`src/hw/rtl/wbit_pkg.sv`:
```
`timescale 1ns / 1ps
`default_nettype none
// ----------------------------------------------------------------------------
// Work/break interval timer package
// Request and result types, key codes, register indexes and timer constants
// shared by the interval timer.
// ----------------------------------------------------------------------------
package wbit_pkg;

	// Phase codes.
	localparam logic [1:0] PH_WORK  = 2'd0;
	localparam logic [1:0] PH_SHORT = 2'd1;
	localparam logic [1:0] PH_LONG  = 2'd2;

	// Request opcodes.
	localparam logic OP_TICK = 1'b0;
	localparam logic OP_KEY  = 1'b1;

	// Key codes (ASCII).
	localparam logic [7:0] KEY_PAUSE_LO = 8'h70;
	localparam logic [7:0] KEY_PAUSE_UP = 8'h50;
	localparam logic [7:0] KEY_QUIT_LO  = 8'h71;
	localparam logic [7:0] KEY_QUIT_UP  = 8'h51;
	localparam logic [7:0] KEY_SKIP_LO  = 8'h63;
	localparam logic [7:0] KEY_SKIP_UP  = 8'h43;

	// Configuration register indexes.
	localparam logic [1:0] REG_WORK_MINUTES        = 2'd0;
	localparam logic [1:0] REG_SHORT_BREAK_MINUTES = 2'd1;
	localparam logic [1:0] REG_LONG_BREAK_MINUTES  = 2'd2;

	// Register reset values.
	localparam logic [7:0] RST_WORK_MINUTES        = 8'd25;
	localparam logic [7:0] RST_SHORT_BREAK_MINUTES = 8'd5;
	localparam logic [7:0] RST_LONG_BREAK_MINUTES  = 8'd15;

	// Timer constants.
	localparam logic [3:0]  TICKS_PER_SECOND     = 4'd10;
	localparam int          WORKS_PER_LONG_BREAK = 4;
	localparam logic [23:0] WORK_SEC_MAX         = 24'hFF_FFFF;

	typedef struct packed {
		logic       opcode;
		logic [7:0] key_code;
	} in_item_t;

	typedef struct packed {
		logic [1:0]  phase;
		logic [13:0] remaining_seconds;
		logic [2:0]  hour_ones;
		logic [2:0]  minute_tens;
		logic [3:0]  minute_ones;
		logic [2:0]  second_tens;
		logic [3:0]  second_ones;
		logic        is_paused;
		logic        is_stopped;
		logic        phase_started;
		logic [23:0] work_seconds_total;
		logic [15:0] completed_work_count;
	} out_item_t;

endpackage
`default_nettype wire

```
`src/hw/rtl/work_break_interval_timer_top.sv`:
```
`timescale 1ns / 1ps
`default_nettype none
// ----------------------------------------------------------------------------
// Work/break interval timer
// Counts work and break phases down from 100 ms ticks, reacts to pause, skip
// and quit keys, and reports the remaining time as binary and as digits.
// ----------------------------------------------------------------------------
//
//  Channel  Direction  Handshake             Payload
//  in       into       in_valid / in_stall   in_data  (opcode, key_code)
//  out      out of     out_valid / out_stall out_data (phase, time, flags)
//  cfg      into       cfg_wen               cfg_addr, cfg_wdata
//
// The block takes one request every clock cycle while the result register is
// not stalled, and gives one result for each. A request passes through an
// input register; the combinational update logic then writes the timer
// state and the result register together as the request leaves the input
// register. The remaining time is kept both in binary and as decimal digits,
// so no division is needed.
// Reset loads the register defaults (25, 5 and 15 minutes) and starts a
// 25-minute work phase. While the result register is stalled the input
// register still takes one request, after which in_stall is raised.
//
module work_break_interval_timer_top
	import wbit_pkg::*;
(
	input  wire logic      clk,
	input  wire logic      arst_n,
	input  wire logic      in_valid,
	output logic           in_stall,
	input  wire in_item_t  in_data,
	output logic           out_valid,
	input  wire logic      out_stall,
	output out_item_t      out_data,
	input  wire logic      cfg_wen,
	input  wire logic [1:0] cfg_addr,
	input  wire logic [7:0] cfg_wdata
);

	// Remaining time in binary and in digit form, updated side by side.
	typedef struct packed {
		logic [13:0] secs;
		logic [2:0]  hrs;
		logic [2:0]  min_t;
		logic [3:0]  min_o;
		logic [2:0]  sec_t;
		logic [3:0]  sec_o;
	} time_t;

	// Builds the starting time of a phase from its length in minutes. The
	// hours and the tens of minutes come from short compare chains.
	function automatic time_t load_time(input logic [7:0] minutes);
		time_t      t;
		logic [7:0] rem;
		logic [5:0] mins;
		logic [5:0] ones;
		t.secs = 14'(minutes) * 14'd60;
		if (minutes >= 8'd240) begin
			t.hrs = 3'd4;
		end else if (minutes >= 8'd180) begin
			t.hrs = 3'd3;
		end else if (minutes >= 8'd120) begin
			t.hrs = 3'd2;
		end else if (minutes >= 8'd60) begin
			t.hrs = 3'd1;
		end else begin
			t.hrs = 3'd0;
		end
		rem  = minutes - (8'(t.hrs) * 8'd60);
		mins = rem[5:0];
		if (mins >= 6'd50) begin
			t.min_t = 3'd5;
		end else if (mins >= 6'd40) begin
			t.min_t = 3'd4;
		end else if (mins >= 6'd30) begin
			t.min_t = 3'd3;
		end else if (mins >= 6'd20) begin
			t.min_t = 3'd2;
		end else if (mins >= 6'd10) begin
			t.min_t = 3'd1;
		end else begin
			t.min_t = 3'd0;
		end
		ones    = mins - (6'(t.min_t) * 6'd10);
		t.min_o = ones[3:0];
		t.sec_t = 3'd0;
		t.sec_o = 4'd0;
		return t;
	endfunction

	// Takes one second off a non-zero time, borrowing through the digits.
	function automatic time_t dec_time(input time_t t);
		time_t r;
		logic  b0;
		logic  b1;
		logic  b2;
		logic  b3;
		r       = t;
		r.secs  = t.secs - 14'd1;
		b0      = (t.sec_o == 4'd0);
		b1      = b0 && (t.sec_t == 3'd0);
		b2      = b1 && (t.min_o == 4'd0);
		b3      = b2 && (t.min_t == 3'd0);
		r.sec_o = b0 ? 4'd9 : t.sec_o - 4'd1;
		if (b0) begin
			r.sec_t = b1 ? 3'd5 : t.sec_t - 3'd1;
		end
		if (b1) begin
			r.min_o = b2 ? 4'd9 : t.min_o - 4'd1;
		end
		if (b2) begin
			r.min_t = b3 ? 3'd5 : t.min_t - 3'd1;
		end
		if (b3) begin
			r.hrs = t.hrs - 3'd1;
		end
		return r;
	endfunction

	// Configuration registers.
	logic [7:0] work_min_q;
	logic [7:0] short_min_q;
	logic [7:0] long_min_q;

	// Pipeline registers.
	logic      valid_s1;
	in_item_t  item_s1;
	logic      out_valid_q;
	out_item_t out_q;

	// Timer state.
	logic [1:0]  phase_q;
	time_t       time_q;
	logic [3:0]  tick_q;
	logic        pause_q;
	logic        stop_q;
	logic [15:0] wc_q;
	logic [23:0] ws_q;

	// Next-state values.
	logic [1:0]  phase_n;
	time_t       time_n;
	logic [3:0]  tick_n;
	logic [3:0]  tick_inc;
	logic        pause_n;
	logic        stop_n;
	logic [15:0] wc_n;
	logic [23:0] ws_n;
	logic        started;
	logic [7:0]  next_minutes;

	logic advance;
	logic fire;

	// The result register frees up when it is empty or being emptied.
	assign advance   = !out_valid_q || !out_stall;
	assign fire      = valid_s1 && advance;
	assign in_stall  = valid_s1 && !advance;
	assign out_valid = out_valid_q;
	assign out_data  = out_q;

	always_ff @(posedge clk or negedge arst_n) begin
		if (!arst_n) begin
			work_min_q  <= RST_WORK_MINUTES;
			short_min_q <= RST_SHORT_BREAK_MINUTES;
			long_min_q  <= RST_LONG_BREAK_MINUTES;
		end else if (cfg_wen) begin
			case (cfg_addr)
				REG_WORK_MINUTES:        work_min_q  <= cfg_wdata;
				REG_SHORT_BREAK_MINUTES: short_min_q <= cfg_wdata;
				REG_LONG_BREAK_MINUTES:  long_min_q  <= cfg_wdata;
				default: ;
			endcase
		end
	end

	// One pass of the timer for the request held in the input register.
	always_comb begin
		phase_n      = phase_q;
		time_n       = time_q;
		tick_n       = tick_q;
		pause_n      = pause_q;
		stop_n       = stop_q;
		wc_n         = wc_q;
		ws_n         = ws_q;
		started      = 1'b0;
		next_minutes = work_min_q;
		tick_inc     = tick_q + 4'd1;
		if (!stop_q) begin
			if (item_s1.opcode == OP_KEY) begin
				if (item_s1.key_code inside {KEY_PAUSE_LO, KEY_PAUSE_UP}) begin
					pause_n = !pause_q;
				end else if (item_s1.key_code inside {KEY_QUIT_LO, KEY_QUIT_UP}) begin
					stop_n = 1'b1;
				end else if (item_s1.key_code inside {KEY_SKIP_LO, KEY_SKIP_UP}) begin
					time_n = '0;
				end
			end else if (!pause_q) begin
				tick_n = tick_inc;
				if (tick_inc >= TICKS_PER_SECOND) begin
					tick_n = 4'd0;
					if (phase_q == PH_WORK && ws_q != WORK_SEC_MAX) begin
						ws_n = ws_q + 24'd1;
					end
					if (time_q.secs == 14'd0) begin
						// The phase is over; the next one starts at once.
						started = 1'b1;
						pause_n = 1'b0;
						if (phase_q == PH_WORK) begin
							wc_n = wc_q + 16'd1;
							if ((wc_n % 16'(WORKS_PER_LONG_BREAK)) == 16'd0) begin
								phase_n = PH_LONG;
							end else begin
								phase_n = PH_SHORT;
							end
						end else begin
							phase_n = PH_WORK;
						end
						case (phase_n)
							PH_SHORT: next_minutes = short_min_q;
							PH_LONG:  next_minutes = long_min_q;
							default:  next_minutes = work_min_q;
						endcase
						time_n = load_time(next_minutes);
					end else begin
						time_n = dec_time(time_q);
					end
				end
			end
		end
	end

	always_ff @(posedge clk or negedge arst_n) begin
		if (!arst_n) begin
			valid_s1    <= 1'b0;
			out_valid_q <= 1'b0;
			phase_q     <= PH_WORK;
			time_q      <= load_time(RST_WORK_MINUTES);
			tick_q      <= 4'd0;
			pause_q     <= 1'b0;
			stop_q      <= 1'b0;
			wc_q        <= 16'd0;
			ws_q        <= 24'd0;
		end else begin
			if (!in_stall) begin
				valid_s1 <= in_valid;
			end
			if (advance) begin
				out_valid_q <= valid_s1;
			end
			if (fire) begin
				phase_q <= phase_n;
				time_q  <= time_n;
				tick_q  <= tick_n;
				pause_q <= pause_n;
				stop_q  <= stop_n;
				wc_q    <= wc_n;
				ws_q    <= ws_n;
			end
		end
	end

	// Payload registers.
	always_ff @(posedge clk) begin
		if (in_valid && !in_stall) begin
			item_s1 <= in_data;
		end
		if (fire) begin
			out_q.phase                <= phase_n;
			out_q.remaining_seconds    <= time_n.secs;
			out_q.hour_ones            <= time_n.hrs;
			out_q.minute_tens          <= time_n.min_t;
			out_q.minute_ones          <= time_n.min_o;
			out_q.second_tens          <= time_n.sec_t;
			out_q.second_ones          <= time_n.sec_o;
			out_q.is_paused            <= pause_n;
			out_q.is_stopped           <= stop_n;
			out_q.phase_started        <= started;
			out_q.work_seconds_total   <= ws_n;
			out_q.completed_work_count <= wc_n;
		end
	end

`ifndef SYNTHESIS
	// The digits always spell out the binary remaining time.
	a_digits_match: assert property (@(posedge clk) disable iff (!arst_n)
		out_valid |-> (32'(out_data.hour_ones) * 32'd3600
			+ 32'(out_data.minute_tens) * 32'd600
			+ 32'(out_data.minute_ones) * 32'd60
			+ 32'(out_data.second_tens) * 32'd10
			+ 32'(out_data.second_ones)) == 32'(out_data.remaining_seconds))
		else $error("time digits disagree with remaining seconds");

	// Once stopped, the timer stays stopped and its time is frozen.
	a_stop_sticky: assert property (@(posedge clk) disable iff (!arst_n)
		stop_q |=> stop_q && $stable(time_q) && $stable(ws_q))
		else $error("stopped timer changed");

	// A new phase always starts unpaused and not stopped.
	a_start_clean: assert property (@(posedge clk) disable iff (!arst_n)
		out_valid && out_data.phase_started |-> !out_data.is_paused
			&& !out_data.is_stopped)
		else $error("phase started while paused or stopped");

	// The input side only stalls while a request is held and blocked.
	a_stall_cause: assert property (@(posedge clk) disable iff (!arst_n)
		in_stall |-> valid_s1 && out_valid && out_stall)
		else $error("input stalled without a blocked result");

	// A stalled result is not overwritten by the update logic.
	a_no_overwrite: assert property (@(posedge clk) disable iff (!arst_n)
		out_valid && out_stall |=> out_valid && $stable(out_data))
		else $error("stalled result changed");
`endif

endmodule
`default_nettype wire
```
`config.mk`:
```
export PLATFORM = sky130hd
export DESIGN_NAME = work_break_interval_timer_top
export DESIGN_NICKNAME = d
export VERILOG_FILES = /design/src/hw/rtl/wbit_pkg.sv /design/src/hw/rtl/work_break_interval_timer_top.sv
export SDC_FILE = /design/constraint.sdc
export NUM_CORES = 1
export LEC_CHECK = 0
export BUFFER_PORTS_ARGS = -buffer_cell sky130_fd_sc_hd__buf_2
export CAP_MARGIN = 0
export CORE_ASPECT_RATIO = 0.7
export CORE_MARGIN = 10
export CORE_UTILIZATION = 40
export CTS_CLUSTER_DIAMETER = 60
export DETAILED_ROUTE_END_ITERATION = 7
export HOLD_SLACK_MARGIN = 0.08
export PLACE_DENSITY = 0.66
export SLEW_MARGIN = 10
export SYNTH_ARGS = -nofsm -noshare
export SYNTH_HDL_FRONTEND = slang
export SYNTH_SLANG_ARGS = --single-unit
```
`constraint.sdc`:
```
create_clock -name clk -period 8.4 [get_ports clk]
set_input_delay 0.42 -clock clk [delete_from_list [all_inputs] [get_ports clk]]
set_output_delay 0.42 -clock clk [all_outputs]
set_load 0.01 [all_outputs]
```
==> key figures <==
Synth
  – Synth Area in Adders: 0.0809
  – Largest family of logic cells by synthesized area: simple AND/OR/NAND/NOR gates
  – Top FF cell, synth: dfrtp_1
  – Post-synthesis simple-gate area fraction: 0.144
  – EDFF count, synth: 84
  – Post-synthesis compound-gate area fraction: 0.105
  – Post-Synth XOR/XNOR Area: 0.0826
  – Syn avg cell area: 10.9 µm²
  – Multiplexer area fraction after synthesis: 0.0508
  – Async SR Flop Fraction: 0.556
  – Warnings, synthesis: 0
  – Register bit total from synthesis: 189
  – Mapped Nets: 1,012
  – Syn Std Cell Area: 0.0102 mm²
  – Unique masters post-synth: 69
  – Sequential element share of the synthesized area: 0.509
  – Gate Count Post-Synth: 930

STA
  – Slew HR: 0.351
  – Min Clock Period, post-route: 6.32 ns
  – Final setup vio count: 0
  – Clock Skew: 0.0145 ns
  – RSZ-0062 raised after global routing: false
  – Fin Setup TNS: 0 ns
  – Final Slew Violations: 0
  – Maximum clock rate: 158 MHz
  – Final period utilization: 0.752
  – Slew @ Worst Pin: 0.963 ns
  – Final Hold Fails: 0

Setup path
  – Worst Setup SP: phase_q[1]
  – Reg2Reg Setup Slack: 2.08 ns
  – Critical Path Source Type: flop
  – Worst Path Required: 8.58 ns
  – Max incr delay on CP: 0.81 ns
  – Reg2reg start: phase_q[1]
  – Worst Reg-to-Reg Cells: 20
  – CP Capture Point: out_data[52]
  – Crit. path cell count: 20
  – Top delay family on crit path: compound AO/OA/AOI/OAI gates
  – Crit-path slowest cell: o21ai_0
  – Critical path's most frequent cell: ha_1
  – Critical path class: flop to flop
  – Bufs and invs on worst path: 2
  – Worst path arrival time: 6.50 ns
  – Critical-path maximum fanout: 12
  – Capture point of the worst reg-to-reg path: out_data[52]
  – Crit end category: flop
  – CP cell instances: or2_2, o21ai_0, inv_1, ha_1, a31oi_1, o41ai_2, a211oi_1, nor2_1, ha_1, inv_1, ha_1, a21oi_1, xnor2_1, xnor2_1, xnor2_1, mux2_2, ha_1, fa_1, a21oi_1, a22o_1

Floorplan
  – Die width: 211 µm
  – Die footprint: 0.0323 mm²
  – Die Ht: 153 µm
  – Initial Utilization: 0.409
  – I/O Pins: 102
  – Row count: 48
  – Core area: 0.0249 mm²

Final layout
  – Commonest non-fill, non-tap cell in the layout: nand2_1
  – Commonest non-fill, non-tap cells in the layout: nand2_1, buf_2, dfrtp_1
  – Final design area excluding fillers: 0.0116 mm²
  – # fillers: 2,303
  – Area grow syn2layout: 14.0%
  – Final nets: 1,104
  – Area occupied by multi-input gates: 0.00472 mm²
  – Share of layout cells above drive strength 1: 0.213
  – Register area: 0.00517 mm²

Global route
  – Antenna violations before repair: 1
  – Vias in the first global route: 6,954
  – GRT Overall Usage: 0.142
  – Largest net degree at the start of global routing: 83
  – Total gr overflow: 0
  – First-pass GRT wire length: 37,100 µm

Hold path
  – Worst hold-check path type: input port to flop
  – Worst hold path depth: 1

CTS
  – Clock transition at path regs: 0.07 ns
  – H-tree Lvls: 4
  – Worst skew pair latency: 0.44 ns
  – TritonCTS buffer count: 17
  – CTS root buf: clkbuf_16
  – CTS tree: yes
  – Clk sinks: 189
  – Post-CTS Setup Inserts: 0
  – CTS max path bufs: 2

Routing
  – Avg Vias per Cell: 5.24
  – Detailed Routing Iterations Pass 1: 5
  – Final WL: 22,900 µm
  – Post-DRT Antenna Nets: 0
  – DRC violations left: 0
  – Wirelength per Cell: 16.8 µm
  – Vias: 7,131
  – 1st-iter DRT viols: 509

Flow run
  – Max Cap Viol: 0

Placement
  – I/O Buffers: 100
  – Placer Congestion: 0.846
  – Dpl hpwl: 16,400 µm
  – Placed cell area: 0.0110 mm²

Run status
  – Status: finished clean

Power
  – P_leak: 5.16 nW
  – Power Density: 397 mW/mm²
  – Max IR drop VDD: 0.248 mV
cell families (layout without fill, tap and decap cells):
kind of cell    count (synthesis)  after routing
simple gates                  301            301
flops                         189            189
compound gates                166            166
xor+xnor                       96             96
buf+inv                        73            178
fa+ha+maj                      58             58
mux                            47             47
other cells                     0              1
how the worst min path moves through the flow:
stage               start            end  slack (ns)
6_report       in_data[6]     item_s1[6]        0.16
5_1_grt        in_data[4]     item_s1[4]        0.14
4_1_cts        in_data[3]     item_s1[3]        0.14
3_5_place_dp       arst_n        ws_q[6]        0.40
3_3_place_gp       arst_n        ws_q[6]        0.40
2_1_floorplan      arst_n  long_min_q[4]        0.12
where the power goes:
group | internal [mW] | total, mW | switching, mW
Clock | 0.399 | 0.795 | 0.397
Combinational | 1.03 | 2.56 | 1.53
Sequential | 1.14 | 1.25 | 0.111
Total | 2.57 | 4.61 | 2.04
synth_stat cells, types with 10 or more instances:
| library cell | instances | share of area |
|---|---|---|
| nand2_1 | 102 | 0.038 |
| dfrtp_1 | 86 | 0.21 |
| edfxtp_1 | 84 | 0.25 |
| nor2_1 | 77 | 0.028 |
| xor2_1 | 51 | 0.044 |
| o21ai_0 | 47 | 0.023 |
| ha_1 | 45 | 0.055 |
| xnor2_1 | 45 | 0.039 |
| a21oi_1 | 40 | 0.020 |
| mux2_2 | 37 | 0.041 |
| inv_1 | 34 | 0.013 |
| clkbuf_1 | 31 | 0.011 |
| nor3_1 | 25 | 0.012 |
| nand3_1 | 21 | 0.010 |
| dfstp_2 | 19 | 0.049 |
| a21o_1 | 18 | 0.013 |
| fa_1 | 13 | 0.026 |
| nand4_1 | 13 | 0.0080 |
| mux2i_1 | 10 | 0.0098 |
layout make-up:
cell class	instances	share of cell area
timing repair buffer	111	0.0507
clock inverter	14	0.0128
sequential	189	0.446
antenna	1	0.000216
clock buffer	18	0.0370
multi-input combinational	668	0.407
inverter	35	0.0115
tap	325	0.0351
layer usage:
metal	GRT usage	wire, µm	share of wire	up-vias
met3	0.0319	1420	0.062	12
met5	0	0	0	-
met2	0.214	10200	0.45	171
li1	-	-	-	3477
met1	0.201	11100	0.48	3471
met4	0.0395	157	0.0069	0
state kept, by name, indices dropped and copies added, names as in the netlist:
name / cells
phase_q: 2
out_data: 76
time_q: 31
pause_q: 1
valid_s1: 1
short_min_q: 8
tick_q: 4
work_min_q: 8
item_s1: 8
ws_q: 24
wc_q: 16
stop_q: 1
long_min_q: 8
out_valid: 1
through the flow:
stage	setup slack, ns	utilization	hold WS [ns]	power (mW)	cells
after floorplan	2.55	-	0.124	3.16	930
after global placement	2.17	0.443	0.400	3.77	1327
after detailed placement	2.08	0.443	0.401	3.80	1327
after CTS	2.06	0.466	0.140	4.62	1360
after global routing	1.67	0.466	0.144	4.99	1360
final	2.08	0.467	0.159	4.61	1361
timing repair:
action	CTS	global route
hold buffers	1	0
endpoints found under the hold margin	25	0
gates resized for setup	0	0
Power figures use the tool's default switching activity.
